**src/design/ialu_pkg.sv**
```systemverilog
// Shared types, operation codes and constants for the integer ALU.
package ialu_pkg;

    localparam int DATA_W    = 32;
    localparam int FIFO_DEPTH = 4;
    localparam int DIV_W     = 32;

    typedef enum logic [4:0] {
        OP_COPY = 5'd0, OP_ADD = 5'd1, OP_SUB = 5'd2, OP_MUL = 5'd3,
        OP_DIV = 5'd4, OP_UDIV = 5'd5, OP_MOD = 5'd6, OP_UMOD = 5'd7,
        OP_SHL = 5'd8, OP_SHR = 5'd9, OP_USHR = 5'd10, OP_AND = 5'd11,
        OP_OR = 5'd12, OP_XOR = 5'd13, OP_NEG = 5'd14, OP_NOT = 5'd15,
        OP_LT = 5'd16, OP_LE = 5'd17, OP_EQ = 5'd18, OP_NE = 5'd19,
        OP_ULT = 5'd20, OP_ULE = 5'd21, OP_SEXT8 = 5'd22, OP_SEXT16 = 5'd23,
        OP_ZEXT = 5'd24, OP_TRUNC = 5'd25
    } op_t;

    // result source class chosen by the front end
    typedef enum logic [1:0] {
        CLS_SIMPLE = 2'd0,
        CLS_MUL    = 2'd1,
        CLS_DIV    = 2'd2,
        CLS_REM    = 2'd3
    } cls_t;

    typedef struct packed {
        cls_t        cls;
        logic        neg_res;              // negate divider result
        logic [31:0] simple;               // result for simple ops
        logic [31:0] a;                    // mul operand or divider magnitude
        logic [31:0] b;
    } job_t;

endpackage

```
**src/design/ialu_front.sv**
```systemverilog
// Front end: decodes an item, computes the simple ops, preps divide operands.
module ialu_front (
    input  logic [4:0]          func,
    input  logic [31:0]         operand_a,
    input  logic [31:0]         operand_b,
    input  logic                dest_signed,
    input  logic [1:0]          dest_bytes,
    output ialu_pkg::job_t      job
);
    import ialu_pkg::*;

    logic [4:0]  s;
    logic        slt_ab, slt_ba;
    logic        na, nb;
    logic [31:0] ua, ub;

    always_comb begin
        s      = operand_b[4:0];
        slt_ab = (operand_a ^ 32'h8000_0000) < (operand_b ^ 32'h8000_0000);
        slt_ba = (operand_b ^ 32'h8000_0000) < (operand_a ^ 32'h8000_0000);
        na     = operand_a[31];
        nb     = operand_b[31];
        ua     = na ? (32'd0 - operand_a) : operand_a;
        ub     = nb ? (32'd0 - operand_b) : operand_b;

        job.cls     = CLS_SIMPLE;
        job.neg_res = 1'b0;
        job.simple  = 32'd0;
        job.a       = operand_a;
        job.b       = operand_b;
        case (func)
            OP_COPY, OP_ZEXT: job.simple = operand_a;
            OP_ADD:  job.simple = operand_a + operand_b;
            OP_SUB:  job.simple = operand_a - operand_b;
            OP_MUL:  job.cls = CLS_MUL;
            OP_DIV: begin
                job.cls = CLS_DIV; job.a = ua; job.b = ub; job.neg_res = na ^ nb;
            end
            OP_UDIV: job.cls = CLS_DIV;
            OP_MOD: begin
                job.cls = CLS_REM; job.a = ua; job.b = ub; job.neg_res = na;
            end
            OP_UMOD: job.cls = CLS_REM;
            OP_SHL:  job.simple = operand_a << s;
            OP_SHR:  job.simple = dest_signed ? 32'($signed(operand_a) >>> s)
                                              : operand_a >> s;
            OP_USHR: job.simple = operand_a >> s;
            OP_AND:  job.simple = operand_a & operand_b;
            OP_OR:   job.simple = operand_a | operand_b;
            OP_XOR:  job.simple = operand_a ^ operand_b;
            OP_NEG:  job.simple = 32'd0 - operand_a;
            OP_NOT:  job.simple = {31'd0, operand_a == 32'd0};
            OP_LT:   job.simple = {31'd0, slt_ab};
            OP_LE:   job.simple = {31'd0, !slt_ba};
            OP_EQ:   job.simple = {31'd0, operand_a == operand_b};
            OP_NE:   job.simple = {31'd0, operand_a != operand_b};
            OP_ULT:  job.simple = {31'd0, operand_a < operand_b};
            OP_ULE:  job.simple = {31'd0, operand_a <= operand_b};
            OP_SEXT8:  job.simple = {{24{operand_a[7]}}, operand_a[7:0]};
            OP_SEXT16: job.simple = {{16{operand_a[15]}}, operand_a[15:0]};
            OP_TRUNC: begin
                case (dest_bytes)
                    2'd0:    job.simple = {24'd0, operand_a[7:0]};
                    2'd1:    job.simple = {16'd0, operand_a[15:0]};
                    default: job.simple = operand_a;
                endcase
            end
            default: job.simple = 32'd0;
        endcase
    end
endmodule

```
**config.mk**
```make
export PLATFORM = sky130hd
export DESIGN_NAME = ialu_front
export DESIGN_NICKNAME = d
export VERILOG_FILES = /design/src/design/ialu_pkg.sv /design/src/design/ialu_front.sv
export SDC_FILE = /design/constraint.sdc
export NUM_CORES = 1
export LEC_CHECK = 0
export BUFFER_PORTS_ARGS = -buffer_cell sky130_fd_sc_hd__buf_2
export CORE_UTILIZATION = 31
export DETAILED_ROUTE_END_ITERATION = 8
export PLACE_DENSITY = 0.5
export SYNTH_ARGS = -nofsm -noshare
export SYNTH_HDL_FRONTEND = slang
export SYNTH_SLANG_ARGS = --single-unit
export TNS_END_PERCENT = 50
```
**constraint.sdc**
```tcl
create_clock -name vclk -period 5.6
set_input_delay 0.28 -clock vclk [all_inputs]
set_output_delay 0.28 -clock vclk [all_outputs]
set_load 0.02 [all_outputs]
```
==> flow_metrics.tcl, run 1 <==
set metrics [dict create \
    status "finished, final reports clean" \
    rsz0062_at_grt "no" \
    slowest_stage "nor3_1" \
    grt_max_degree 56 \
    final_core_util_pct 34.7 \
    whs_ns 0.901 \
    yosysTopAreaCell "ha_1" \
    gp_congestion 1.01 \
    routed_wl_mm 61.8 \
    num_vias 14900 \
    drive_above_1_share_pct 17.4 \
    yosys.cell_types.count 75 \
    slew_headroom_pct 16.9 \
    end_kind "primary output" \
    highest_layer "met4" \
    final_common_cell "nor2_1" \
    synth_area_per_cell_um2 6.76 \
    cap_violations 0 \
    drt-met1-wl_mm 26.5 \
    final.period_utilization_pct 88.1 \
    drc 0 \
    synth_adder_area_share_pct 14.5 \
    max_stage_delay_ns 0.75 \
    core_area_um2 36700 \
    synth_top_family_by_area "compound AO/OA/AOI/OAI gates" \
    overflow 0 \
    nClkBuffers 0 \
    portBuffers 171 \
    tns_ns 0 \
    finalCriticalPeriod_ns 4.93 \
    yosys.area_share.simple_pct 23.2 \
    fmax_ghz 0.203 \
    critPathMaxFanout 23 \
    cpLargestDelayFamily "compound AO/OA/AOI/OAI gates" \
    drtIter0Drc 2372 \
    met3_length_mm 6.12 \
    yosysWarningCount 0 \
    start_kind "input port" \
    crit_type "input port to primary output" \
    antenna_found_initial 1 \
    maxSlewViolCount 0 \
    synth-compound-area-share_pct 33.4 \
    cts-resized-gates 0 \
    start_util_pct 31.6 \
    required_ns 5.32 \
    syn-cell-area_um2 11600 \
    final_cell_mix "217 x nor2_1, 170 x buf_2, 141 x a21oi_1" \
    dieArea_um2 38200 \
    syn_inst 1716 \
    synth_top_cell_area_share_pct 14.1 \
    yosys-top-cells-area "ha_1 14%, mux4_2 10%, nor2_1 7.1%" \
    via_per_inst 6.66 \
    final-seq-area_um2 0 \
    drtAntennaViolNets 0 \
    final_hold_viol_count 0 \
    hp-class "input port to primary output" \
    nNetsFinal 1981 \
    synthMuxAreaShare_pct 15.1 \
    wl_met2_mm 26.2 \
    dpl.hpwl_mm 48.4 \
    cts_setup_buffers 0 \
    synth_nets 1921 \
    setup_viol 0 \
    synth_seq_area_share_pct 0 \
    grt_pass1_wl_mm 90.5 \
    dr.pass1.iters 6 \
    path_cells "buf_2 -> inv_2 -> buf_4 -> ha_1 -> o21bai_1 -> a21oi_1 -> o211ai_1 -> a2111oi_0 -> buf_4 -> nor4_1 -> nor3_1 -> mux2i_1 -> a211oi_1 -> o21ai_0 -> buf_2" \
    tightest_slew_ns 1.21 \
    hold_end "job[32]" \
    hp-start "operand_a[0]" \
    area_delta_synth_final_pct 9.92 \
    critPathArrivalTime_ns 4.65 \
    min_path_cells 2 \
    grt_usage_pct 31.1 \
    fp.dieW_um 195 \
    setup_ws_ns 0.666 \
    synthXorXnorAreaFrac_pct 5.36 \
    seq_cells 0 \
    rows 70 \
    io_pins 171 \
    place_worst_setup_slack_ns 0.833 \
    postCtsHoldBufs 0 \
    worstPathBufferInverterCount 5 \
    fillers 4014 \
    die_h_um 195 \
    wl_per_cell_um 27.6 \
    grt_pass1_vias 13600 \
]
cell usage after synthesis (all sizes together) (5+ instances only):
| cell type | count |
|---|---|
| nor2b | 15 |
| o41ai | 8 |
| nand3 | 23 |
| or2 | 8 |
| and2 | 11 |
| a21o | 19 |
| nor3 | 52 |
| ha | 131 |
| nand4 | 16 |
| nor4 | 22 |
| o2111ai | 14 |
| o21bai | 19 |
| o31ai | 13 |
| or4 | 7 |
| a22oi | 19 |
| nand2 | 137 |
| a211oi | 23 |
| mux4 | 53 |
| a21oi | 141 |
| a2111oi | 12 |
| o31a | 5 |
| a221oi | 28 |
| a221o | 19 |
| mux2 | 14 |
| mux2i | 40 |
| buf | 38 |
| inv | 103 |
| o221ai | 16 |
| o32ai | 5 |
| and3 | 12 |
| a311oi | 6 |
| xnor2 | 70 |
| o211ai | 31 |
| nand2b | 20 |
| o21a | 5 |
| nor2 | 218 |
| o21ai | 117 |
| o22ai | 21 |
| o221a | 5 |
| nor3b | 7 |
| clkbuf | 110 |
| a31oi | 13 |
| a31o | 8 |
| or3 | 25 |
final cells by class:
cell class | instances | area (um^2) | share of cell area [%]
multi-input combinational | 1464 | 10700 | 83.5
inverter | 104 | 390 | 3.06
tap | 468 | 586 | 4.59
timing repair buffer | 206 | 1120 | 8.79
antenna | 1 | 2.50 | 0.0196
worst max path at each step:
stage,from,end,slack [ns],cells after the start
2_1_floorplan,operand_b[2],job[84],1.23,14
3_3_place_gp,operand_b[1],job[95],0.88,15
3_5_place_dp,operand_b[1],job[94],0.83,13
4_1_cts,operand_b[1],job[94],0.82,13
5_1_grt,operand_b[1],job[95],0.39,15
6_report,operand_b[1],job[95],0.67,15
logic make-up (layout without fill, tap and decap cells):
logic type / after synthesis / count (layout)
xor+xnor: 71 / 71
simple gates: 579 / 579
fa+ha+maj: 133 / 133
mux: 107 / 107
other cells: 0 / 1
compound gates: 574 / 574
buf+inv: 252 / 310
per-layer routing:
| layer | track usage [%] | vias up |
|---|---|---|
| met5 | 0 | - |
| met4 | 12.2 | 0 |
| met3 | 4.21 | 153 |
| met2 | 46.6 | 1001 |
| met1 | 44.4 | 7261 |
| li1 | - | 6515 |
through the flow:
step	instances	cell area [um^2]
6_report	2243	12800
5_1_grt	2242	12700
4_1_cts	2242	12700
3_5_place_dp	2242	12700
3_3_place_gp	2242	12700
2_1_floorplan	1716	11600
==> run 2: changes to the inputs <==
--- a/config.mk
+++ b/config.mk
@@ -5,7 +5,8 @@
 export SDC_FILE = /design/constraint.sdc
 export NUM_CORES = 1
 export LEC_CHECK = 0
-export BUFFER_PORTS_ARGS = -buffer_cell sky130_fd_sc_hd__buf_2
+export BUFFER_PORTS_ARGS = -buffer_cell sky130_fd_sc_hd__buf_4
+export CORE_MARGIN = 5
 export CORE_UTILIZATION = 31
 export DETAILED_ROUTE_END_ITERATION = 8
 export PLACE_DENSITY = 0.5
==> constraint.sdc (replaced) <==
create_clock -name vclk -period 5.6
set_input_delay 0.28 -clock vclk [all_inputs]
set_output_delay 0.28 -clock vclk [all_outputs]
set_load 0.005 [all_outputs]
==> flow_metrics.tcl, run 2 (synthesized netlist as in run 1, its figures left out) <==
set metrics [dict create \
    status "finished, final reports clean" \
    crit_type "input port to primary output" \
    setup_viol 0 \
    grt_pass1_vias 14100 \
    start_util_pct 31.5 \
    routed_wl_mm 64.7 \
    final_cell_mix "217 x nor2_1, 207 x buf_4, 141 x a21oi_1" \
    overflow 0 \
    final_common_cell "nor2_1" \
    postCtsHoldBufs 0 \
    fmax_ghz 0.210 \
    fillers 4049 \
    final_core_util_pct 35.9 \
    hold_end "job[32]" \
    drtIter0Drc 2257 \
    rsz0062_at_grt "no" \
    placed_cells 2243 \
    end_kind "primary output" \
    core_area_um2 36800 \
    slew_headroom_pct 21.5 \
    final.period_utilization_pct 84.9 \
    antenna_found_initial 1 \
    instances_no_fill 2243 \
    gp_congestion 1.02 \
    tightest_slew_ns 1.18 \
    die_h_um 203 \
    peakVddDrop_v 0.0000493 \
    tns_ns 0 \
    min_path_cells 2 \
    area_delta_synth_final_pct 13.7 \
    grt_pass1_wl_mm 94.4 \
    cap_violations 0 \
    grt_max_degree 67 \
    seq_cells 0 \
    critPathArrivalTime_ns 4.47 \
    critPathMaxFanout 27 \
    portBuffers 171 \
    hp-start "operand_a[0]" \
    rows 70 \
    placed_area_um2 13200 \
    whs_ns 0.846 \
    power_density_nw_per_um2 97.4 \
    cts-resized-gates 0 \
    multi_input_area_um2 10700 \
    required_ns 5.32 \
    final-seq-area_um2 0 \
    finalCriticalPeriod_ns 4.75 \
    wl_per_cell_um 28.8 \
    dieArea_um2 41400 \
    setup_ws_ns 0.846 \
    dpl.hpwl_mm 50.9 \
    drc 0 \
    cts_setup_buffers 0 \
    io_pins 171 \
    finalPower_mw 1.28 \
    nNetsFinal 1982 \
    nClkBuffers 0 \
    num_antenna_cells 0 \
    num_vias 14800 \
    place_worst_setup_slack_ns 0.947 \
    drive_above_1_share_pct 17.5 \
    fp.dieW_um 203 \
    final_hold_viol_count 0 \
    design_area_um2 13200 \
    drtAntennaViolNets 0 \
    dr.pass1.iters 6 \
    maxSlewViolCount 0 \
    start_kind "input port" \
    via_per_inst 6.58 \
    hp-class "input port to primary output" \
    power.leakage_nw 5.39 \
    grt_usage_pct 29.5 \
]
## run 2: cell types whose count changed in the layout (fill, tap and decap cells not counted), sizes merged
cell / before / now
buf: 206 / 207
diode: 1 / 0
## run 2: worst max-delay path by stage
stage	cells after the start	to	from	slack, ns
finish	13	job[94]	operand_b[1]	0.85
global route	13	job[94]	operand_b[1]	0.61
CTS	13	job[94]	operand_b[1]	0.93
detailed placement	13	job[94]	operand_b[1]	0.95
global placement	13	job[94]	operand_b[1]	0.96
floorplan	14	job[84]	operand_b[2]	1.31
## run 2: area by class of cell
type / instances / share of cell area (%)
well taps: 468 / 4.44
multi-input cells: 1464 / 80.8
inverters: 104 / 2.96
repair buffers: 207 / 11.8
## run 2: metal layers
layer  global-route usage, %  part of all wire (%)  up-vias
li1                        -                     -     6523
met1                    40.8                    42     7125
met2                    45.5                    43      971
met3                    5.53                    10      145
met4                    10.9                   4.8        0
met5                       0                     0        -
## run 2: power breakdown
group          internal [mW]  total [mW]  switching [mW]
Combinational          0.478        1.28           0.807
Clock                      0           0               0
Sequential                 0           0               0
## run 2: critical path, stage by stage
cell      delay [ns]
buf_4           0.37
inv_2           0.23
fa_1            0.47
nor2b_1         0.17
o211ai_1        0.37
a21bo_2         0.22
a31oi_1         0.16
o311ai_2        0.55
o221ai_1        0.29
a221oi_1        0.50
mux2i_1         0.13
or4_1           0.53
buf_4           0.16
Power figures use the tool's default switching activity.
