--- src/design/ialu_pkg.sv ---
// Shared types, operation codes and constants for the integer ALU.
package ialu_pkg;

    localparam int DATA_W    = 32;
    localparam int FIFO_DEPTH = 4;
    localparam int DIV_W     = 32;

    typedef enum logic [4:0] {
        OP_COPY = 5'd0, OP_ADD = 5'd1, OP_SUB = 5'd2, OP_MUL = 5'd3,
        OP_DIV = 5'd4, OP_UDIV = 5'd5, OP_MOD = 5'd6, OP_UMOD = 5'd7,
        OP_SHL = 5'd8, OP_SHR = 5'd9, OP_USHR = 5'd10, OP_AND = 5'd11,
        OP_OR = 5'd12, OP_XOR = 5'd13, OP_NEG = 5'd14, OP_NOT = 5'd15,
        OP_LT = 5'd16, OP_LE = 5'd17, OP_EQ = 5'd18, OP_NE = 5'd19,
        OP_ULT = 5'd20, OP_ULE = 5'd21, OP_SEXT8 = 5'd22, OP_SEXT16 = 5'd23,
        OP_ZEXT = 5'd24, OP_TRUNC = 5'd25
    } op_t;

    // result source class chosen by the front end
    typedef enum logic [1:0] {
        CLS_SIMPLE = 2'd0,
        CLS_MUL    = 2'd1,
        CLS_DIV    = 2'd2,
        CLS_REM    = 2'd3
    } cls_t;

    typedef struct packed {
        cls_t        cls;
        logic        neg_res;              // negate divider result
        logic [31:0] simple;               // result for simple ops
        logic [31:0] a;                    // mul operand or divider magnitude
        logic [31:0] b;
    } job_t;

endpackage

--- src/design/ialu_fifo.sv ---
// Short queue of decoded jobs between front and back end.
module ialu_fifo #(
    parameter int DEPTH = ialu_pkg::FIFO_DEPTH
) (
    input  logic               aclk,
    input  logic               aresetn,
    input  logic               wr_valid,
    output logic               wr_ready,
    input  ialu_pkg::job_t     wr_data,
    output logic               rd_valid,
    input  logic               rd_ready,
    output ialu_pkg::job_t     rd_data
);
    import ialu_pkg::*;
    localparam int AW = (DEPTH > 1) ? $clog2(DEPTH) : 1;

    job_t          mem [DEPTH];
    logic [AW-1:0] wp_reg, rp_reg;
    logic [AW:0]   cnt_reg;
    logic          wr, rd;

    assign wr_ready = cnt_reg != (AW+1)'(DEPTH);
    assign rd_valid = cnt_reg != '0;
    assign wr = wr_valid && wr_ready;
    assign rd = rd_valid && rd_ready;
    assign rd_data = mem[rp_reg];

    always_ff @(posedge aclk) begin
        if (wr) mem[wp_reg] <= wr_data;
    end

    always_ff @(posedge aclk) begin
        if (!aresetn) begin
            wp_reg <= '0; rp_reg <= '0; cnt_reg <= '0;
        end else begin
            if (wr) wp_reg <= (wp_reg == AW'(DEPTH-1)) ? '0 : wp_reg + 1'b1;
            if (rd) rp_reg <= (rp_reg == AW'(DEPTH-1)) ? '0 : rp_reg + 1'b1;
            cnt_reg <= cnt_reg + (AW+1)'(wr) - (AW+1)'(rd);
        end
    end
endmodule

--- config.mk ---
export PLATFORM = sky130hd
export DESIGN_NAME = ialu_fifo
export DESIGN_NICKNAME = d
export VERILOG_FILES = /design/src/design/ialu_pkg.sv /design/src/design/ialu_fifo.sv
export SDC_FILE = /design/constraint.sdc
export NUM_CORES = 1
export LEC_CHECK = 0
export BUFFER_PORTS_ARGS = -buffer_cell sky130_fd_sc_hd__buf_4
export CORE_UTILIZATION = 45
export DETAILED_ROUTE_END_ITERATION = 8
export GPL_TIMING_DRIVEN = 0
export PLACE_DENSITY = 0.67
export SLEW_MARGIN = 20
export SYNTH_ARGS = -nofsm -noshare
export SYNTH_HDL_FRONTEND = slang
export SYNTH_SLANG_ARGS = --single-unit
--- constraint.sdc ---
create_clock -name aclk -period 3.45 [get_ports aclk]
set_clock_uncertainty 0.05 [all_clocks]
set_input_delay 0.345 -clock aclk [delete_from_list [all_inputs] [get_ports aclk]]
set_output_delay 0.345 -clock aclk [all_outputs]
set_load 0.01 [all_outputs]
==> tab_implementation.tex, run 1 <==
\begin{tabular}{lr}
\hline
Metric & Value \\
\hline
\multicolumn{2}{l}{\textbf{Outcome}} \\
Result of the run & complete, no violations \\
\multicolumn{2}{l}{\textbf{Pwr}} \\
Worst ir drop on vdd & 0.000428 V \\
Final Power & 13.4 mW \\
Leakage power figure & 6.55 nW \\
Total power per unit cell area & 697 nW/um2 \\
\multicolumn{2}{l}{\textbf{Final layout}} \\
\# nets final & 1033 \\
Flip-flop count of the largest register after layout & 396 \\
Fraction of layout cells with a size suffix above 1 & 40.6\% \\
Filler cell count & 2243 \\
P\&R area growth vs syn & 30.6\% \\
\multicolumn{2}{l}{\textbf{Yosys}} \\
Leading cell types by total area after synthesis & sky130\_fd\_sc\_hd\_\_edfxtp\_1 81\%, sky130\_fd\_sc\_hd\_\_mux4\_2 15\%, sky130\_fd\_sc\_hd\_\_dfxtp\_1 1.2\% \\
Sequential share of the synthesized area & 81.9\% \\
Cell with the most instances after synthesis & sky130\_fd\_sc\_hd\_\_edfxtp\_1 \\
Largest family of logic cells by synthesized area & multiplexers \\
Biggest area consumer among synthesized cells & sky130\_fd\_sc\_hd\_\_edfxtp\_1 \\
Post-synth EDFFs & 396 \\
Number of unique standard cell types used by synthesis & 25 \\
Simple-gate portion of the synthesized area & 0.789\% \\
Most used flip-flop cell after synthesis & sky130\_fd\_sc\_hd\_\_edfxtp\_1 \\
Number of register bits inferred by synthesis & 405 \\
YS warnings & 0 \\
Fraction of registers with async set or reset after synthesis & 0\% \\
Post-synthesis share of cell area spent on full adders, half adders and majority gates & 0.730\% \\
Cell Area, Synth & 14700 um2 \\
Cells after synthesis & 569 \\
Most used standard cells in the synthesized netlist & 396 x sky130\_fd\_sc\_hd\_\_edfxtp\_1, 99 x sky130\_fd\_sc\_hd\_\_mux4\_2, 11 x sky130\_fd\_sc\_hd\_\_buf\_2 \\
Synth Area per Inst & 25.9 um2 \\
Top cell type's share of synthesized area & 80.7\% \\
Area share of xor/xnor cells in the synthesized design & 0.119\% \\
Mux contribution to synthesized area & 15.2\% \\
Mapped Nets & 680 \\
Synth Area in Compound Gates & 0.153\% \\
\multicolumn{2}{l}{\textbf{STA}} \\
Slew of the pin with the lowest slew margin & 0.645 ns \\
Count of endpoints failing hold in the final timing report & 0 \\
Number of max-slew violations in the final report & 0 \\
Period minus WS final & 2.69 ns \\
Relative slew slack & 56.6\% \\
Max Clk Rate & 0.372 GHz \\
Share of the clock period used by the worst path after layout & 77.9\% \\
Unrepaired setup endpoints after global routing & false \\
Summed negative setup slack over all endpoints & 0 ns \\
Count of endpoints failing setup in the final report & 0 \\
\multicolumn{2}{l}{\textbf{Drt}} \\
Total iterations of the first detailed-routing run & 4 \\
Via Count & 7120 \\
DRC violation count after routing & 0 \\
Overall routed net length & 28500 um \\
Initial DRC count & 387 \\
Per-cell routed wire length & 20.6 um \\
Drt via density & 5.14 \\
Antenna viol nets, final & 0 \\
\multicolumn{2}{l}{\textbf{Critical path}} \\
Cell with the largest stage delay on the worst path & sky130\_fd\_sc\_hd\_\_mux4\_2 \\
R2r endpoint & cnt\_reg[2] \\
Startpoint type of the worst setup path & flop \\
Arrival time worst endpoint & 2.29 ns \\
Most Frequent Cell on Critical Path & sky130\_fd\_sc\_hd\_\_buf\_2 \\
Kind of cell adding the most delay to the critical path & buffers and inverters \\
Highest fanout seen on the critical path & 10 \\
Launch instance of the worst register-to-register path & cnt\_reg[1] \\
Largest stage delay, worst path & 0.36 ns \\
R2r setup slk & 0.84 ns \\
Number of cell instances on the worst register-to-register path & 12 \\
Buffers plus inverters on the worst setup path & 4 \\
Required @ worst endpoint & 3.05 ns \\
Category of the most critical setup path & reg -> out \\
Cell Chain, Critical Path & buf\_2 -> buf\_2 -> buf\_2 -> mux4\_2 -> buf\_4 \\
Endpoint type of the worst setup path & output pin \\
\multicolumn{2}{l}{\textbf{Min path}} \\
Type of the worst min-delay path & in -> reg \\
Worst min-delay path endpoint & wp\_reg[0] \\
Hold-critical path depth & 3 \\
Source of the worst hold timing path & aresetn \\
\multicolumn{2}{l}{\textbf{Floorplan}} \\
Starting density of the core & 46.2\% \\
Full die area & 33500 um2 \\
Total number of placement rows & 65 \\
Die span in y & 183 um \\
Die width & 183 um \\
Standard cell core area & 31900 um2 \\
Number of placed I/O pins & 204 \\
\multicolumn{2}{l}{\textbf{Place}} \\
Routability-driven placement congestion ratio & 0.754 \\
PortBufs & 203 \\
HPWL after DPL & 17600 um \\
\multicolumn{2}{l}{\textbf{Clock tree}} \\
CTS Buf Count & 41 \\
Number of buffers on the longest clock path & 3 \\
Clk sink count & 405 \\
Reg clk slew, reported paths & 0.06 ns \\
Clk\_lat worst skew & 0.52 ns \\
TritonCTS clock tree & built \\
Clock tree root driver cell & sky130\_fd\_sc\_hd\_\_clkbuf\_16 \\
Gates resized, CTS repair & 0 \\
H-tree lvl count & 2 \\
Number of setup buffers added after CTS & 0 \\
\multicolumn{2}{l}{\textbf{Global route}} \\
Number of antenna violations at the first check in global routing & 1 \\
Pin count of the biggest net entering global routing & 46 \\
Global-route congestion overflow total & 0 \\
Vias in the first global route & 7832 \\
First-pass GRT wire length & 43700 um \\
Global routing usage summed across all routing layers & 17.3\% \\
\multicolumn{2}{l}{\textbf{Job}} \\
Max Cap Viol & 0 \\
\hline
\end{tabular}
layout make-up:
cell class                 instances  area (um2)  share of cell area, %
sequential                       405       12100                   62.7
timing repair buffer             310        2690                   14.0
clock buffer                      53        1090                   5.68
multi-input combinational        134        2520                   13.1
buffer                            24         145                  0.754
inverter                           6        22.5                  0.117
clock inverter                    16         160                  0.832
antenna                            1        2.50                 0.0130
tap                              435         544                   2.83
placed cells by master (no fill, tap or decap), drive strengths merged:
master and count:
clkinv 12, or3 1, xnor2 2, o31ai 1, nand3 2, ha 7
edfxtp 396, or3b 1, clkbuf 59, mux2i 1, nor2 2, nand4 1
fa 1, diode 1, o21ai 3, inv 6, bufinv 3, buf 229
nor2b 1, clkinvlp 1, dlygate4sd3 99, dfxtp 9, mux4 99, and2 3
nand2 5, and3 4
stage by stage:
stage	std cells	setup slack, ns	utilization [%]	hold WS, ns	cell area (um2)
final	1384	0.763	60.4	0.0807	19200
after global routing	1384	0.651	60.4	0.0834	19200
after CTS	1383	0.703	60.4	0.0250	19200
after detailed placement	1215	0.898	53.3	0.463	17000
after global placement	1207	0.136	52.7	0.427	16800
after floorplan	569	1.00	-	0.394	14700
layer usage:
metal,share of wire (%),up-vias,track usage [%]
li1,-,3152,-
met1,40,3678,22.8
met2,51,235,29.2
met3,6.5,55,3.71
met4,2.2,0,4.93
met5,0,-,0
tightest hold or removal path, stage by stage:
cell,delay [ns]
sky130_fd_sc_hd__buf_4,0.12
sky130_fd_sc_hd__nand2_1,0.07
sky130_fd_sc_hd__o21ai_1,0.06
power by group:
group / switching [mW] / total [mW] / internal [mW]
registers: 0.120 / 6.08 / 5.96
logic: 1.50 / 3.19 / 1.69
clock network: 1.71 / 4.15 / 2.45
total: 3.33 / 13.4 / 10.1
cells by family (layout without fill, tap and decap cells):
family | Yosys count | count (layout)
xor+xnor | 2 | 2
compound gates | 4 | 4
simple gates | 20 | 20
flops | 405 | 405
fa+ha+maj | 8 | 8
mux | 100 | 100
buf+inv | 30 | 409
other cells | 0 | 1
timing repair:
action / CTS / global route
endpoints found under the setup margin: 0 / 0
hold buffers: 99 / 0
hold endpoints to repair: 396 / 0
worst max-delay path by stage:
stage                     from          end  slack (ns)  depth (start not counted)
CTS                       flop  rd_data[84]        0.70                          5
finish                    flop  rd_data[84]        0.76                          5
floorplan           cnt_reg[1]   cnt_reg[2]        1.00                         12
global placement    cnt_reg[1]   mem[2][44]        0.14                          3
global route              flop  rd_data[84]        0.65                          5
detailed placement  cnt_reg[1]   cnt_reg[2]        0.90                         12
No activity file was read; power rests on OpenSTA's default activity.
==> run 2: changes to the inputs <==
Settings changed: ABC_AREA set to 1, PLACE_DENSITY 0.67 to 0.69.
Clock period 3.45 ns to 2.26 ns, I/O delays scaled along.
==> run 2 against run 1 <==
- combinational power rose by 140%
- global-route usage up 4.3 points
- highest routed layer unchanged
- sequential power is 54% higher
- critical endpoint is now rd_data[80]
- register-to-register slack worse by 0.66 ns
- via count up 38%
- largest cell class unchanged
- utilization grew 2.7 points
==> tab_implementation.tex, run 2 <==
\begin{tabular}{lr}
\hline
Metric & Value \\
\hline
\multicolumn{2}{l}{\textbf{Clock tree}} \\
H-tree lvl count & 2 \\
Clk sink count & 405 \\
Clock tree root driver cell & sky130\_fd\_sc\_hd\_\_clkbuf\_16 \\
Number of buffers on the longest clock path & 3 \\
Reg clk slew, reported paths & 0.06 ns \\
CTS Buf Count & 42 \\
Clk\_lat worst skew & 0.53 ns \\
TritonCTS clock tree & built \\
\multicolumn{2}{l}{\textbf{Outcome}} \\
Result of the run & complete, no violations \\
\multicolumn{2}{l}{\textbf{Floorplan}} \\
Die span in y & 185 um \\
Starting density of the core & 46.2\% \\
Standard cell core area & 32800 um2 \\
Die width & 185 um \\
Number of placed I/O pins & 204 \\
Full die area & 34400 um2 \\
Total number of placement rows & 66 \\
\multicolumn{2}{l}{\textbf{Yosys}} \\
Cell with the most instances after synthesis & sky130\_fd\_sc\_hd\_\_edfxtp\_1 \\
Post-synth EDFFs & 396 \\
Fraction of registers with async set or reset after synthesis & 0\% \\
Synth Area per Inst & 14.8 um2 \\
Number of register bits inferred by synthesis & 405 \\
Mapped Nets & 1136 \\
Biggest area consumer among synthesized cells & sky130\_fd\_sc\_hd\_\_edfxtp\_1 \\
YS warnings & 0 \\
Number of unique standard cell types used by synthesis & 20 \\
Cells after synthesis & 1025 \\
Most used flip-flop cell after synthesis & sky130\_fd\_sc\_hd\_\_edfxtp\_1 \\
Leading cell types by total area after synthesis & sky130\_fd\_sc\_hd\_\_edfxtp\_1 79\%, sky130\_fd\_sc\_hd\_\_o21ai\_0 5.8\%, sky130\_fd\_sc\_hd\_\_nor2\_1 5.2\% \\
Cell Area, Synth & 15100 um2 \\
Most used standard cells in the synthesized netlist & 396 x sky130\_fd\_sc\_hd\_\_edfxtp\_1, 209 x sky130\_fd\_sc\_hd\_\_nor2\_1, 176 x sky130\_fd\_sc\_hd\_\_o21ai\_0 \\
Sequential share of the synthesized area & 79.8\% \\
Top cell type's share of synthesized area & 78.6\% \\
\multicolumn{2}{l}{\textbf{Pwr}} \\
Clock Power Share & 28.2\% \\
Switching fraction of total power & 30.5\% \\
Total power per unit cell area & 1150 nW/um2 \\
Switching power & 7.24 mW \\
Part of the total power dissipated in combinational logic & 32.2\% \\
Leakage power figure & 7.47 nW \\
Seq pwr share & 39.6\% \\
Internal power of the cells & 16.5 mW \\
Worst ir drop on vdd & 0.000881 V \\
\multicolumn{2}{l}{\textbf{Final layout}} \\
Multi-input logic area & 2800 um2 \\
Most common cell after layout, fill and taps aside & sky130\_fd\_sc\_hd\_\_edfxtp\_1 \\
Flip-flop count of the largest register after layout & 396 \\
Fraction of layout cells with a size suffix above 1 & 27.1\% \\
Register area & 12100 um2 \\
Commonest cells after routing, fill and taps aside & 396 x sky130\_fd\_sc\_hd\_\_edfxtp\_1, 211 x sky130\_fd\_sc\_hd\_\_buf\_4, 201 x sky130\_fd\_sc\_hd\_\_nor2\_1 \\
\# nets final & 1513 \\
Filler cell count & 2391 \\
Finished layout cell area & 20700 um2 \\
P\&R area growth vs syn & 36.7\% \\
\multicolumn{2}{l}{\textbf{STA}} \\
Relative slew slack & 52.7\% \\
Crit path setup slack, layout & 0.0371 ns \\
Hold WS & 0.389 ns \\
Summed negative setup slack over all endpoints & 0 ns \\
Count of endpoints failing hold in the final timing report & 0 \\
Count of endpoints failing setup in the final report & 0 \\
Number of max-slew violations in the final report & 0 \\
Period minus WS final & 2.22 ns \\
Share of the clock period used by the worst path after layout & 98.4\% \\
Slew of the pin with the lowest slew margin & 0.708 ns \\
Max Clk Rate & 0.450 GHz \\
\multicolumn{2}{l}{\textbf{Place}} \\
Dpl cell area & 17800 um2 \\
PortBufs & 203 \\
Routability-driven placement congestion ratio & 0.739 \\
Worst slack at placement & 0.143 ns \\
HPWL after DPL & 22300 um \\
\multicolumn{2}{l}{\textbf{Critical path}} \\
Required @ worst endpoint & 1.98 ns \\
Largest stage delay, worst path & 0.36 ns \\
Endpoint type of the worst setup path & output pin \\
Cell Chain, Critical Path & buf\_12 -> clkinv\_8 -> clkbuf\_4 -> buf\_6 -> o21ai\_2 -> o22ai\_1 -> buf\_4 \\
Category of the most critical setup path & reg -> out \\
Startpoint type of the worst setup path & flop \\
Highest fanout seen on the critical path & 10 \\
Arrival time worst endpoint & 1.95 ns \\
Cell with the largest stage delay on the worst path & sky130\_fd\_sc\_hd\_\_dfxtp\_4 \\
\multicolumn{2}{l}{\textbf{Global route}} \\
Global routing usage summed across all routing layers & 21.6\% \\
Global routing met3 resource utilization & 4.31\% \\
Global-route congestion overflow total & 0 \\
First-pass GRT wire length & 55700 um \\
Vias in the first global route & 9872 \\
Pin count of the biggest net entering global routing & 24 \\
Number of antenna violations at the first check in global routing & 1 \\
GR met1 Demand/Resource & 28.4\% \\
Most Crowded Layer GR & met2 \\
Met2 Use GR & 36.3\% \\
\multicolumn{2}{l}{\textbf{Drt}} \\
Initial DRC count & 669 \\
Per-cell routed wire length & 19.9 um \\
Total iterations of the first detailed-routing run & 5 \\
DRC violation count after routing & 0 \\
Drt via density & 5.23 \\
Antenna viol nets, final & 0 \\
Via Count & 9815 \\
Overall routed net length & 37400 um \\
\multicolumn{2}{l}{\textbf{Job}} \\
Max Cap Viol & 0 \\
\multicolumn{2}{l}{\textbf{Min path}} \\
Type of the worst min-delay path & in -> reg \\
\hline
\end{tabular}
==> run 2: changes by cell type in the layout (fill, tap and decap cells not counted), moves of 24 or more <==
| cell | delta |
|---|---|
| sky130_fd_sc_hd__nor2_1 | +199 |
| sky130_fd_sc_hd__o21ai_0 | +166 |
| sky130_fd_sc_hd__mux4_2 | -99 |
| sky130_fd_sc_hd__o22ai_1 | +81 |
| sky130_fd_sc_hd__o21ai_1 | +27 |
| sky130_fd_sc_hd__clkbuf_2 | +24 |
==> run 2: what timing repair did <==
action	in CTS	in global routing
gates resized for setup	108	26
setup buffers	2	2
gates cloned	4	2
setup endpoints to repair	99	86
hold endpoints to repair	405	0
pin swaps	24	6
hold buffers	102	0
==> run 2: layer usage <==
layer / vias up / wire (um)
li1: 4631 / -
met1: 4786 / 15100
met2: 336 / 18700
met3: 62 / 2740
met4: 0 / 783
met5: - / 0
==> run 2: worst max-delay path: cells and delay by family, from the launching register on <==
family,cells,cell delay [ns]
AO/OA/AOI/OAI,2,0.26
flip-flops,1,0.36
buffers and inverters,5,0.78
==> run 2: area by class of cell <==
cell class	count	area share [%]
Sequential cell	405	58.4
Clock buffer	54	5.61
Inverter	18	0.466
Timing Repair inverter	1	0.0423
Multi-Input combinational cell	538	13.6
Clock inverter	23	0.889
Timing Repair Buffer	334	15.6
Buffer	62	2.75
Tap cell	442	2.67
Antenna cell	1	0.0121
==> run 2: final timing paths <==
path,cells past startpoint,slack [ns],endpoint,start
setup / recovery,7,0.04,rd_data[80],flop
hold / removal,2,0.39,mem[0][98],wr_data[98]
setup reg to reg,7,0.18,mem[1][70],wp_reg[1]
hold reg to reg,2,0.46,flop,rp_reg[1]
==> run 2: logic make-up after synthesis <==
logic type / after synthesis / synth area share, %
DFF: 405 / 79.8
AOI/OAI and AO/OA: 304 / 10.9
and+or+nand+nor: 226 / 5.64
buffers and inverters: 82 / 2.97
adders and majority gates: 8 / 0.711
==> run 2: per-stage QoR <==
stage                     std cells  util, %  total power [mW]
after global routing           1878     63.1              24.9
final                          1878     63.1              23.7
after CTS                      1874     62.8              23.8
after floorplan                1025        -              12.9
after detailed placement       1690     54.2              16.4
after global placement         1670     52.7              16.0
==> run 2: power groups by stage <==
stage	registers [mW]	logic [mW]	clock network [mW]
2_1_floorplan	9.51	3.38	0
3_3_place_gp	9.57	6.42	0
3_5_place_dp	9.51	6.86	0
4_1_cts	9.36	7.62	6.81
5_1_grt	9.45	8.29	7.12
6_report	9.39	7.65	6.69
==> run 3: changes to the inputs <==
Settings changed: BUFFER_PORTS_ARGS -buffer_cell sky130_fd_sc_hd__buf_4 to -buffer_cell sky130_fd_sc_hd__clkbuf_2, CTS_CLUSTER_SIZE set to 12, PLACE_DENSITY 0.69 to 0.71.
==> run 3 against run 2 <==
- flip-flop and latch count unchanged
- sequential share of layout area rose by 1.9 points
- die area is the same
- count of clock-buffer cells in the layout rose by 9
- combinational power down 8.4%
- design area is 3.2% lower
- worst hold slack got worse by 0.34 ns
- routed wire length shrank 0.17%
- global-route usage down 0.24 points
- via count is 1.7% higher
- critical path type unchanged
- largest power group unchanged
==> tab_implementation.tex, run 3 (same netlist as run 2, synthesis figures left out) <==
\begin{tabular}{lr}
\hline
Metric & Value \\
\hline
\multicolumn{2}{l}{\textbf{Outcome}} \\
Result of the run & complete, no violations \\
\multicolumn{2}{l}{\textbf{Job}} \\
Max Cap Viol & 0 \\
\multicolumn{2}{l}{\textbf{Critical path}} \\
Most Frequent Cell on Critical Path & sky130\_fd\_sc\_hd\_\_buf\_16 \\
R2r setup slk & 0.11 ns \\
Startpoint type of the worst setup path & flop \\
Arrival time worst endpoint & 1.97 ns \\
Buffers plus inverters on the worst setup path & 5 \\
Cell Chain, Critical Path & buf\_16 -> inv\_16 -> buf\_16 -> buf\_12 -> nor2\_1 -> o22ai\_1 -> clkbuf\_2 \\
Kind of cell adding the most delay to the critical path & buffers and inverters \\
Highest fanout seen on the critical path & 10 \\
Category of the most critical setup path & reg -> out \\
Required @ worst endpoint & 1.98 ns \\
Endpoint type of the worst setup path & output pin \\
Largest stage delay, worst path & 0.40 ns \\
Cell with the largest stage delay on the worst path & sky130\_fd\_sc\_hd\_\_dfxtp\_4 \\
\multicolumn{2}{l}{\textbf{Place}} \\
HPWL after DPL & 22000 um \\
PortBufs & 203 \\
Worst slack at placement & -0.0343 ns \\
Routability-driven placement congestion ratio & 0.732 \\
Dpl cell area & 17200 um2 \\
\multicolumn{2}{l}{\textbf{Pwr}} \\
Switching fraction of total power & 31.3\% \\
Seq pwr share & 41.2\% \\
Final Power & 22.8 mW \\
Leakage power figure & 7.27 nW \\
Clock Power Share & 28.1\% \\
Internal power of the cells & 15.7 mW \\
Total power per unit cell area & 1140 nW/um2 \\
Part of the total power dissipated in combinational logic & 30.7\% \\
Worst ir drop on vdd & 0.000738 V \\
Switching power & 7.13 mW \\
\multicolumn{2}{l}{\textbf{STA}} \\
Number of max-slew violations in the final report & 0 \\
Count of endpoints failing setup in the final report & 0 \\
Relative slew slack & 46.2\% \\
Crit path setup slack, layout & 0.0124 ns \\
Slew of the pin with the lowest slew margin & 0.805 ns \\
Max Clk Rate & 0.445 GHz \\
Share of the clock period used by the worst path after layout & 99.4\% \\
Unrepaired setup endpoints after global routing & true \\
Count of endpoints failing hold in the final timing report & 0 \\
Hold WS & 0.0526 ns \\
Period minus WS final & 2.25 ns \\
Summed negative setup slack over all endpoints & 0 ns \\
\multicolumn{2}{l}{\textbf{Drt}} \\
Antenna viol nets, final & 0 \\
Drt via density & 5.35 \\
DRC violation count after routing & 0 \\
Per-cell routed wire length & 20.0 um \\
Initial DRC count & 643 \\
Via Count & 9986 \\
Total iterations of the first detailed-routing run & 5 \\
Overall routed net length & 37300 um \\
\multicolumn{2}{l}{\textbf{Final layout}} \\
\# nets final & 1510 \\
Finished layout cell area & 20000 um2 \\
P\&R area growth vs syn & 32.4\% \\
Fraction of layout cells with a size suffix above 1 & 26.9\% \\
Flip-flop count of the largest register after layout & 396 \\
Commonest cells after routing, fill and taps aside & 396 x sky130\_fd\_sc\_hd\_\_edfxtp\_1, 209 x sky130\_fd\_sc\_hd\_\_clkbuf\_2, 202 x sky130\_fd\_sc\_hd\_\_nor2\_1 \\
Most common cell after layout, fill and taps aside & sky130\_fd\_sc\_hd\_\_edfxtp\_1 \\
\multicolumn{2}{l}{\textbf{Clock tree}} \\
Clock tree root driver cell & sky130\_fd\_sc\_hd\_\_clkbuf\_16 \\
CTS Buf Count & 42 \\
Clk\_lat worst skew & 0.52 ns \\
Clk sink count & 405 \\
Reg clk slew, reported paths & 0.06 ns \\
H-tree lvl count & 2 \\
TritonCTS clock tree & built \\
Number of buffers on the longest clock path & 3 \\
\multicolumn{2}{l}{\textbf{Global route}} \\
Number of antenna violations at the first check in global routing & 1 \\
First-pass GRT wire length & 55600 um \\
Global routing usage summed across all routing layers & 21.4\% \\
Pin count of the biggest net entering global routing & 24 \\
Global-route congestion overflow total & 0 \\
Vias in the first global route & 10200 \\
\multicolumn{2}{l}{\textbf{Floorplan}} \\
Number of placed I/O pins & 204 \\
Starting density of the core & 46.2\% \\
Total number of placement rows & 66 \\
Full die area & 34400 um2 \\
Die width & 185 um \\
Standard cell core area & 32800 um2 \\
Die span in y & 185 um \\
\multicolumn{2}{l}{\textbf{Min path}} \\
Type of the worst min-delay path & in -> reg \\
\hline
\end{tabular}
[run 3: cell count changes in the layout (fill, tap and decap cells not counted), moves of 4 or more]
cell                       before  now
sky130_fd_sc_hd__clkbuf_1       9   14
sky130_fd_sc_hd__buf_16        17   10
sky130_fd_sc_hd__clkbuf_2      24  209
sky130_fd_sc_hd__buf_12        12   16
sky130_fd_sc_hd__clkinv_1      11    1
sky130_fd_sc_hd__buf_4        211    7
sky130_fd_sc_hd__clkbuf_8       0    4
sky130_fd_sc_hd__buf_2          3   15
sky130_fd_sc_hd__buf_6          2    6
sky130_fd_sc_hd__clkbuf_4      12   16
sky130_fd_sc_hd__o21ai_0      168  163
[run 3: cell type report]
type	instances	area, um2
antenna	1	2.50
buffer	63	587
clock buffer	63	1240
clock inverter	5	27.5
fill	2442	12800
inverter	18	91.3
multi-input combinational	539	2840
sequential	405	12100
tap	442	553
timing repair buffer	329	2600
timing repair inverter	1	8.76
[run 3: path summary, 6_finish.rpt]
path              startpoint     endpoint  cells past startpoint
setup / recovery        flop  rd_data[55]                      7
setup reg to reg  cnt_reg[1]   mem[3][71]                      6
hold reg to reg    wp_reg[0]    wp_reg[0]                      2
hold / removal      wr_valid    wp_reg[1]                      3
[run 3: worst reg2reg max path, delay by kind of cell (launching register included)]
| family | cells | cell delay, ns |
|---|---|---|
| DFF | 1 | 0.38 |
| buffers and inverters | 2 | 0.50 |
| and+or+nand+nor | 4 | 0.89 |
[run 3: timing repair]
item,in CTS,in global routing
endpoints found under the hold margin,405,0
gates cloned,5,2
setup buffers,3,0
endpoints found under the setup margin,116,61
hold buffers,101,0
pin swaps,23,7
gates resized for setup,101,69
[run 3: metrics by stage]
| step | util, % | std cells |
|---|---|---|
| final | 61.1 | 1866 |
| after global routing | 61.1 | 1866 |
| after CTS | 60.6 | 1864 |
| after detailed placement | 52.3 | 1687 |
| after global placement | 51.1 | 1670 |
| after floorplan | - | 1025 |
[run 3: layer usage]
layer	global-route usage (%)	vias up	wire length, um
met3	5.05	60	3020
met4	5.69	0	707
met5	0	-	0
li1	-	4620	-
met1	26.9	4904	15100
met2	37.0	402	18500
[run 3: power by group through the flow]
stage | logic [mW] | registers (mW) | clock network, mW
after floorplan | 3.38 | 9.51 | 0
after CTS | 6.82 | 9.37 | 6.49
after detailed placement | 6.11 | 9.52 | 0
final | 7.01 | 9.40 | 6.41
after global routing | 7.63 | 9.46 | 6.80
after global placement | 5.75 | 9.57 | 0
